--- src/rtl/lz77_pkg.sv ---
// Shared constants and types for the LZ77 token encoder.
package lz77_pkg;

   localparam int WINDOW_DEPTH = 256;
   localparam int DIST_W       = $clog2(WINDOW_DEPTH + 1);
   localparam int SUM_W        = DIST_W + 1;
   localparam int BYTE_W       = 8;
   localparam int GROUP        = 16;
   localparam int GRP_W        = $clog2(GROUP);
   localparam int NGRP         = WINDOW_DEPTH / GROUP;
   localparam int NGRP_W       = $clog2(NGRP);
   localparam int TDATA_W      = ((2 * DIST_W + BYTE_W + 7) / 8) * 8;

   typedef logic [DIST_W-1:0] dist_type;
   typedef logic [BYTE_W-1:0] byte_type;

   // Controls broadcast from the sequencer to every cell.
   typedef struct packed {
      logic     shift_en;
      logic     clear;
      logic     start;
      byte_type data_byte;
      dist_type lim;
      dist_type cur_len;
   } cell_ctrl_type;

   // Outcome of the search over the cell row.
   typedef struct packed {
      logic     any_keep;
      dist_type best_dist;
      dist_type prev_dist;
   } tree_result_type;

endpackage

--- src/rtl/lz77_cell.sv ---
// One candidate distance: a history byte, its live flag and its prior live flag.
module lz77_cell (
   input  logic                   clock,
   input  logic                   reset,
   input  lz77_pkg::cell_ctrl_type ctrl,
   input  lz77_pkg::dist_type      cand_dist,
   input  lz77_pkg::byte_type      prev_hist,
   output lz77_pkg::byte_type      hist_out,
   output logic                    keep_out,
   output logic                    was_out
);

   lz77_pkg::byte_type hist_ff, hist_in;
   logic               live_ff, live_in;
   logic               was_ff, was_in;
   logic               init;

   always_comb begin
      init    = ctrl.start ? (cand_dist <= ctrl.lim) : live_ff;
      hist_in = hist_ff;
      live_in = live_ff;
      was_in  = was_ff;
      if (ctrl.clear) begin
         hist_in = '0;
         live_in = 1'b0;
         was_in  = 1'b0;
      end else if (ctrl.shift_en) begin
         hist_in = prev_hist;
         live_in = init && (ctrl.cur_len < cand_dist) && (hist_ff == ctrl.data_byte);
         was_in  = init;
      end
   end

   always_ff @(posedge clock) begin
      if (reset) begin
         hist_ff <= '0;
         live_ff <= 1'b0;
         was_ff  <= 1'b0;
      end else begin
         hist_ff <= hist_in;
         live_ff <= live_in;
         was_ff  <= was_in;
      end
   end

   assign hist_out = hist_ff;
   assign keep_out = live_ff;
   assign was_out  = was_ff;

endmodule

--- config.mk ---
export PLATFORM = sky130hd
export DESIGN_NAME = lz77_cell
export DESIGN_NICKNAME = d
export VERILOG_FILES = /design/src/rtl/lz77_pkg.sv /design/src/rtl/lz77_cell.sv
export SDC_FILE = /design/constraint.sdc
export NUM_CORES = 1
export LEC_CHECK = 0
export ABC_AREA = 1
export BUFFER_PORTS_ARGS = -buffer_cell sky130_fd_sc_hd__buf_4
export CAP_MARGIN = 20
export CORE_UTILIZATION = 46
export CTS_CLUSTER_DIAMETER = 30
export DETAILED_ROUTE_END_ITERATION = 8
export PLACE_DENSITY = 0.82
export REMOVE_ABC_BUFFERS = 1
export SYNTH_ARGS = -nofsm -noshare
export SYNTH_HDL_FRONTEND = slang
export SYNTH_SLANG_ARGS = --single-unit
--- constraint.sdc ---
create_clock -name clock -period 3.4 [get_ports clock]
set_input_delay 0.51 -clock clock [delete_from_list [all_inputs] [get_ports clock]]
set_output_delay 0.51 -clock clock [all_outputs]
set_load 0.05 [all_outputs]
==> flow_metrics.py <==
metrics = {
    "status": {
        "outcome": "finished clean",
    },
    "sta": {
        "fin_tns_setup_ns": 0,
        "rsz0062_at_grt": "no",
        "period_share": 0.433,
        "setup_viol_count_final": 0,
        "slew-limit-headroom": 0.692,
        "hold_viol": 0,
        "skew_ns": 0.00192,
        "fmax_mhz": 680,
        "finalMaxSlewViolations": 0,
        "hold_slack_ns": 0.504,
        "worst_pin_slew_ns": 0.462,
        "fin_crit_ns": 1.47,
    },
    "cells_and_area": {
        "num_antenna_cells": 0,
        "finish.net_count": 268,
        "final_cells": 228,
        "filler_cell_count": 179,
        "fin_util": 0.733,
        "drive_gt1_frac": 0.348,
        "area_delta_synth_final_pct": 49.4,
    },
    "min_path": {
        "holdPathStages": 2,
        "hold_path_class": "reg2reg",
    },
    "global_route": {
        "grt_pass1_wl_um": 3440,
        "grt_max_degree": 17,
        "grt_usage": 0.216,
        "antenna_found_initial": 0,
        "grt_pass1_vias": 895,
        "grt_overflow": 0,
    },
    "floorplanning": {
        "die-area_mm2": 0.00228,
        "pin_count": 58,
        "die_x_um": 47.8,
        "core-area_mm2": 0.00196,
        "start_util": 0.491,
        "rows": 16,
        "die_y_um": 47.8,
    },
    "placement": {
        "port_buffers": 57,
        "dpl.hpwl_um": 2100,
        "globalplace.congestion": 0.775,
        "place_inst": 225,
    },
    "setup_path": {
        "worst-endpoint-required_ns": 3.59,
        "r2r_cells": 8,
        "critPathCaptureType": "flop",
        "worstPathMaxFanout": 2,
        "slowest_delay_ns": 0.30,
        "critical_path_class": "in2reg",
        "rrSetupSlack_ns": 2.27,
        "path_depth": 10,
        "cp.buffers_inverters": 2,
        "start_kind": "input port",
        "crit_slowest_cell": "ha_1",
        "critPathTopFamily": "simple AND/OR/NAND/NOR gates",
        "crit_chain": "buf_4 -> ha_1 -> nand2_2 -> nor2_4 -> nand3_2 -> nand2_1 -> inv_1 -> a21oi_2 -> nand3_2 -> a21oi_2",
        "arrival_ns": 1.66,
    },
    "power_and_ir_drop": {
        "peakVddDrop_mv": 0.162,
        "power.leakage_nw": 0.828,
        "powerDensity_mw_per_mm2": 240,
        "total_power_w": 0.000345,
    },
    "logic_synthesis": {
        "synth_edf_count": 0,
        "synth.avg_cell_area_um2": 6.74,
        "synthTopCellsByCount": "inv_1 (33), nand2_1 (32), ha_1 (17)",
        "synth_cell_types": 22,
        "synth_most_common_cell": "inv_1",
        "yosys.area.top_type": "ha_1",
        "syn_area_um2": 963,
        "yosys-top-cells-area": "ha_1 (22%), dfxtp_1 (21%), inv_1 (13%)",
        "syn_inst": 143,
        "yosysSeqAreaShare": 0.208,
        "yosysTopAreaCellShare": 0.221,
        "synthArstFlopShare": 0,
        "yosys_most_used_dff": "dfxtp_1",
        "synth_warnings": 0,
        "ys_ff_latch": 10,
    },
    "clock_tree": {
        "path_clk_slew_ns": 0.06,
        "post_cts_buffers": 0,
        "cts_hold_buf": 0,
        "tritoncts": "built",
        "cts-resized-gates": 0,
        "cts.sinks": 10,
        "cts_buffers": 3,
        "clk_latency_ns": 0.26,
        "h-tree-depth": 1,
        "cts_root_buffer": "clkbuf_4",
        "cts_buffer_depth": 2,
    },
    "detailed_routing": {
        "drt_iter0_markers": 14,
        "ant_nets": 0,
        "first_pass_iters": 4,
        "drc": 0,
        "vias": 1078,
        "wl_um": 2390,
        "wl_per_cell_um": 10.5,
        "via_per_inst": 4.73,
    },
    "job": {
        "max_cap_viol_count": 0,
    },
}
[placed cells by master (no fill, tap or decap)]
cell       count
nor2_1        12
or2_2          1
nand2_2        3
o22ai_1        1
ha_1          17
nand3b_1       1
a211oi_1       6
a21oi_2        2
a21oi_1        9
buf_4         57
xor2_1         1
inv_1         33
nand3_1        2
clkbuf_4       3
xnor2_1        1
dfxtp_1       10
nand2_1       32
a21o_1         1
o2111ai_1      1
o21ai_0        4
nor2_4         2
nand3_2        2
[where the power goes]
group | internal [W] | switching [W] | leakage, nW | total [W]
combinational | 0.0000705 | 0.0000724 | 0.732 | 0.000143
clock | 0.0000407 | 0.0000372 | 0.0138 | 0.0000779
sequential | 0.000121 | 0.00000249 | 0.0816 | 0.000124
total | 0.000233 | 0.000112 | 0.828 | 0.000345
[final timing paths]
path	startpoint	to
setup / recovery	cand_dist[4]	keep_out
hold / removal	hist_out[0]	hist_out[0]
setup reg to reg	hist_out[5]	keep_out
hold reg to reg	hist_out[0]	hist_out[0]
[stage by stage]
step / setup slack [ns] / instance area, um2
CTS: 1.92 / 1440
global route: 1.82 / 1440
detailed placement: 1.66 / 1420
finish: 1.93 / 1440
global placement: 1.70 / 1420
floorplan: 1.83 / 955
[cell type report]
cell class | count | area [um2] | area share
Multi-Input combinational cell | 98 | 631 | 0.438
Inverter | 33 | 124 | 0.0861
Sequential cell | 10 | 200 | 0.139
Tap cell | 27 | 33.8 | 0.0235
Clock buffer | 3 | 22.5 | 0.0157
Timing Repair Buffer | 57 | 428 | 0.297
[per-layer routing]
layer | track usage | share of wire | vias up
met5 | 0 | 0 | -
met4 | 0.0667 | 0 | 0
met3 | 0.0377 | 0.052 | 0
met2 | 0.400 | 0.51 | 35
met1 | 0.248 | 0.44 | 472
li1 | - | - | 571
[worst reg2reg max path: stages (launching register included)]
cell	delay (ns)
dfxtp_1	0.34
inv_1	0.08
nand2_1	0.05
o21ai_0	0.08
nor2_1	0.11
nand3_1	0.08
nor2_1	0.12
nand3_2	0.09
a21oi_2	0.12
[state kept, by name, indices dropped and copies added, names as in the netlist]
| name | cells |
|---|---|
| hist_out | 8 |
| keep_out | 1 |
| was_out | 1 |
[cell families (layout without fill, tap and decap cells)]
group	count (synthesis)	count (layout)	share of synthesized area
and+or+nand+nor	55	55	0.260
buffers and inverters	35	93	0.138
AOI/OAI and AO/OA	24	24	0.156
adders and majority gates	17	17	0.221
DFF	10	10	0.208
xor gates and xnor gates	2	2	0.0182
(Power assumes the default switching activity.)
