## src/rtl/lz77_pkg.sv

```systemverilog
// Shared constants and types for the LZ77 token encoder.
package lz77_pkg;

   localparam int WINDOW_DEPTH = 256;
   localparam int DIST_W       = $clog2(WINDOW_DEPTH + 1);
   localparam int SUM_W        = DIST_W + 1;
   localparam int BYTE_W       = 8;
   localparam int GROUP        = 16;
   localparam int GRP_W        = $clog2(GROUP);
   localparam int NGRP         = WINDOW_DEPTH / GROUP;
   localparam int NGRP_W       = $clog2(NGRP);
   localparam int TDATA_W      = ((2 * DIST_W + BYTE_W + 7) / 8) * 8;

   typedef logic [DIST_W-1:0] dist_type;
   typedef logic [BYTE_W-1:0] byte_type;

   // Controls broadcast from the sequencer to every cell.
   typedef struct packed {
      logic     shift_en;
      logic     clear;
      logic     start;
      byte_type data_byte;
      dist_type lim;
      dist_type cur_len;
   } cell_ctrl_type;

   // Outcome of the search over the cell row.
   typedef struct packed {
      logic     any_keep;
      dist_type best_dist;
      dist_type prev_dist;
   } tree_result_type;

endpackage

```

## src/rtl/lz77_tree.sv

```systemverilog
// Two-stage registered search for the largest live and surviving distances.
module lz77_tree (
   input  logic                                 clock,
   input  logic [lz77_pkg::WINDOW_DEPTH-1:0]    keep_vec,
   input  logic [lz77_pkg::WINDOW_DEPTH-1:0]    was_vec,
   output lz77_pkg::tree_result_type            result
);

   logic [lz77_pkg::NGRP-1:0]                       kany_ff, kany_in;
   logic [lz77_pkg::NGRP-1:0]                       wany_ff, wany_in;
   logic [lz77_pkg::NGRP-1:0][lz77_pkg::GRP_W-1:0]  kidx_ff, kidx_in;
   logic [lz77_pkg::NGRP-1:0][lz77_pkg::GRP_W-1:0]  widx_ff, widx_in;
   lz77_pkg::tree_result_type                       res_ff, res_in;

   // Stage one: priority encode each group, highest bit wins.
   always_comb begin
      for (int g = 0; g < lz77_pkg::NGRP; g++) begin
         kany_in[g] = 1'b0;
         wany_in[g] = 1'b0;
         kidx_in[g] = '0;
         widx_in[g] = '0;
         for (int i = 0; i < lz77_pkg::GROUP; i++) begin
            if (keep_vec[g * lz77_pkg::GROUP + i]) begin
               kany_in[g] = 1'b1;
               kidx_in[g] = lz77_pkg::GRP_W'(i);
            end
            if (was_vec[g * lz77_pkg::GROUP + i]) begin
               wany_in[g] = 1'b1;
               widx_in[g] = lz77_pkg::GRP_W'(i);
            end
         end
      end
   end

   // Stage two: pick the highest group and form the distance (index + 1).
   always_comb begin
      res_in = '0;
      for (int g = 0; g < lz77_pkg::NGRP; g++) begin
         if (kany_ff[g]) begin
            res_in.any_keep  = 1'b1;
            res_in.best_dist = lz77_pkg::dist_type'({lz77_pkg::NGRP_W'(g), kidx_ff[g]}) + 1'b1;
         end
         if (wany_ff[g]) begin
            res_in.prev_dist = lz77_pkg::dist_type'({lz77_pkg::NGRP_W'(g), widx_ff[g]}) + 1'b1;
         end
      end
   end

   always_ff @(posedge clock) begin
      kany_ff <= kany_in;
      wany_ff <= wany_in;
      kidx_ff <= kidx_in;
      widx_ff <= widx_in;
      res_ff  <= res_in;
   end

   assign result = res_ff;

endmodule

```

## config.mk

```make
export PLATFORM = sky130hd
export DESIGN_NAME = lz77_tree
export DESIGN_NICKNAME = d
export VERILOG_FILES = /design/src/rtl/lz77_pkg.sv /design/src/rtl/lz77_tree.sv
export SDC_FILE = /design/constraint.sdc
export NUM_CORES = 1
export LEC_CHECK = 0
export BUFFER_PORTS_ARGS = -buffer_cell sky130_fd_sc_hd__buf_2
export CORE_AREA = 4 4 204 206
export DETAILED_ROUTE_END_ITERATION = 12
export DIE_AREA = 0 0 208 210
export PLACE_DENSITY = 0.51
export SKIP_LAST_GASP = 1
export SYNTH_ARGS = -nofsm -noshare
export SYNTH_HDL_FRONTEND = slang
export SYNTH_SLANG_ARGS = --single-unit
```

## constraint.sdc

```tcl
create_clock -name clock -period 3.65 [get_ports clock]
set_input_delay 1.095 -clock clock [delete_from_list [all_inputs] [get_ports clock]]
set_output_delay 1.095 -clock clock [all_outputs]
set_load 0.03 [all_outputs]
```

==> impl_metrics.yaml <==
clocking:
  cts_resized: 0
  cts_setup_buffers: 0
  cts.reportedPaths.clkPinSlew_ps: 70
  hold_buffers: 0
  clock_sinks: 179
  numCtsBuffers: 17
  clock_path_buffers: 2
  htree_levels: 4
  clock_latency_ps: 430
  cts_root_buffer: "clkbuf_16"
  cts_tree: "built"
logic_synthesis:
  ys_seq_area_share_pct: 32.2
  yosysTopAreaCellShare_pct: 32.2
  synth_ff_type: "dfxtp_1"
  synth_cell_types: 61
  syn_inst: 1476
  syn_nets: 2025
  avgSynthCellArea_um2: 7.55
  syn_area_um2: 11100
  synth.largest_area_cell: "dfxtp_1"
  synth_edf_count: 0
  synth-async-reset-ratio_pct: 0
  synth_area_leaders: "dfxtp_1 32%, a21oi_1 7.7%, nor4_1 5.5%"
  yosys_warnings: 0
  ys_ff_latch: 179
run_status:
  status: "complete, no violations"
pwr:
  pwr_density_cell_nw_per_um2: 329
  ir_drop_v: 0.000218
  p_leak_nw: 6.68
global_routing:
  grt_overflow: 0
  grt_pass1_vias: 12600
  grt_first_pass_wirelength_um: 64600
  antenna_found_initial: 2
  grt_max_degree: 18
  track_usage_pct: 18.1
sta:
  rsz0062_at_grt: "false"
  period_share_pct: 62.7
  fin_crit_ps: 2290
  hold_viol: 0
  slew_headroom_pct: 48.1
  fmax_ghz: 0.437
  slew_viol_final: 0
  worst_slew_pin_slew_ps: 771
  setup_violations: 0
  skew_ps: 10.5
  setup_slack_ps: 1360
  fin_hold_ws_ps: 481
  tns_ps: 0
detailed_routing:
  wl_um: 42700
  via_per_inst: 5.12
  ant_nets: 0
  vias: 13000
  initialDrtViolationCount: 836
  drc: 0
  routedWlPerCell_um: 16.8
  dr.pass1.iters: 7
floorplanning:
  die_y_um: 210
  placementRows: 73
  die_w_um: 208
  placeableCoreArea_um2: 39600
  num_io_pins: 532
  dieArea_um2: 43700
  start_util_pct: 28.1
cells_and_area:
  post-route-util_pct: 37.6
  syn_to_final_growth_pct: 33.8
  nets: 2545
  most-common-layout-cells: "531 x buf_2, 179 x dfxtp_1, 172 x a21oi_1, 144 x inv_1, 129 x nand2_1"
  fin_cells: 2535
  n_fill_cell: 4211
  final_layout_size_suffix_gt1_share_pct: 28.1
  final_common_cell: "buf_2"
placement:
  io_buffer_count: 531
  place_ws_ps: 1340
  dpl.hpwl_um: 36700
  gp_congestion: 0.942
  numPlacedInstances: 2502
critical_path:
  cpMaxStageDelayCell: "dfxtp_1"
  start_kind: "flip-flop"
  arrival_ps: 2580
  worstPathMaxFanout: 11
  cp_slowest_stage_delay_ps: 550
  path_cells: "nor2b_1 > a22oi_1 > o2111a_1 > nor4_1 > o211ai_1 > a222oi_1"
  crit_type: "flip-flop to flip-flop"
  critPathCaptureType: "flip-flop"
  cp_data_required_time_ps: 3940
hold_path:
  min_path_type: "flip-flop to flip-flop"
job:
  maxCapViolations: 0
## synth_stat cells (all sizes together), types with 13 or more instances
library cell	instances
dfxtp	179
nand2	129
a21oi	172
nand3	39
nor2b	13
nand4b	32
a41oi	13
inv	144
o21ai	29
nor3	98
o21bai	33
xnor2	29
ha	36
nand2b	35
clkbuf	26
nor4	98
o31a	34
xor2	30
nor2	118
o31ai	68
## sequential cells by signal (all words and copies together) (netlist names)
signal	count
widx_ff	64
result	19
wany_ff	16
kidx_ff	64
kany_ff	16
## logic make-up (layout without fill, tap and decap cells)
kind of cell,Yosys count,in the layout,share of synthesized area [%]
flops,179,179,32.2
buf+inv,174,707,5.96
compound gates,432,432,25.8
fa+ha+maj,36,36,4.04
other cells,0,1,0
mux,1,1,0.0898
simple gates,595,595,27.3
xor+xnor,59,59,4.64
## metrics by stage
stage          cell area, um^2  power, mW
2_1_floorplan            11100       2.58
3_3_place_gp             14300       3.12
3_5_place_dp             14300       3.14
4_1_cts                  14900       4.97
5_1_grt                  14900       5.16
6_report                 14900       4.91
## critical path, delay by kind of cell, from the launching register on
family          cells  cell delay [ps]
compound gates      4             1030
simple gates        2              570
flops               1              550
## final timing paths
path / to / slack, ps / startpoint / depth (start not counted)
max: result[1]$_DFF_P_ / 1360 / wany_ff[3]$_SDFF_PP1_ / 6
min reg2reg: result[14]$_DFF_P_ / 480 / kidx_ff[63]$_SDFF_PP1_ / 1
min: result[14]$_DFF_P_ / 480 / kidx_ff[63]$_SDFF_PP1_ / 1
max reg2reg: result[1]$_DFF_P_ / 1360 / wany_ff[3]$_SDFF_PP1_ / 6
## per-layer routing
layer,wire (um),track usage [%],share of wire (%),up-vias
li1,-,-,-,6529
met4,797,4.71,1.9,2
met2,21800,33.6,51,460
met5,13,0,0.030,-
met1,17300,21.1,41,5929
met3,2700,3.82,6.3,50
## power by group
group | internal (mW) | leakage (nW) | switching, mW | total, mW
clock network | 0.960 | 0.284 | 0.853 | 1.81
logic | 0.465 | 4.92 | 0.546 | 1.01
registers | 2.03 | 1.48 | 0.0545 | 2.09
## final cells by class
class | instances | area, um^2 | area share (%)
clock buffer | 17 | 425 | 2.85
sequential | 179 | 3580 | 24.0
clock inverter | 15 | 146 | 0.982
multi-input combinational | 1123 | 6900 | 46.3
antenna | 1 | 2.50 | 0.0168
timing repair buffer | 531 | 2660 | 17.8
inverter | 144 | 541 | 3.63
tap | 525 | 657 | 4.41
Note: power is estimated with default switching activity, not from simulation.
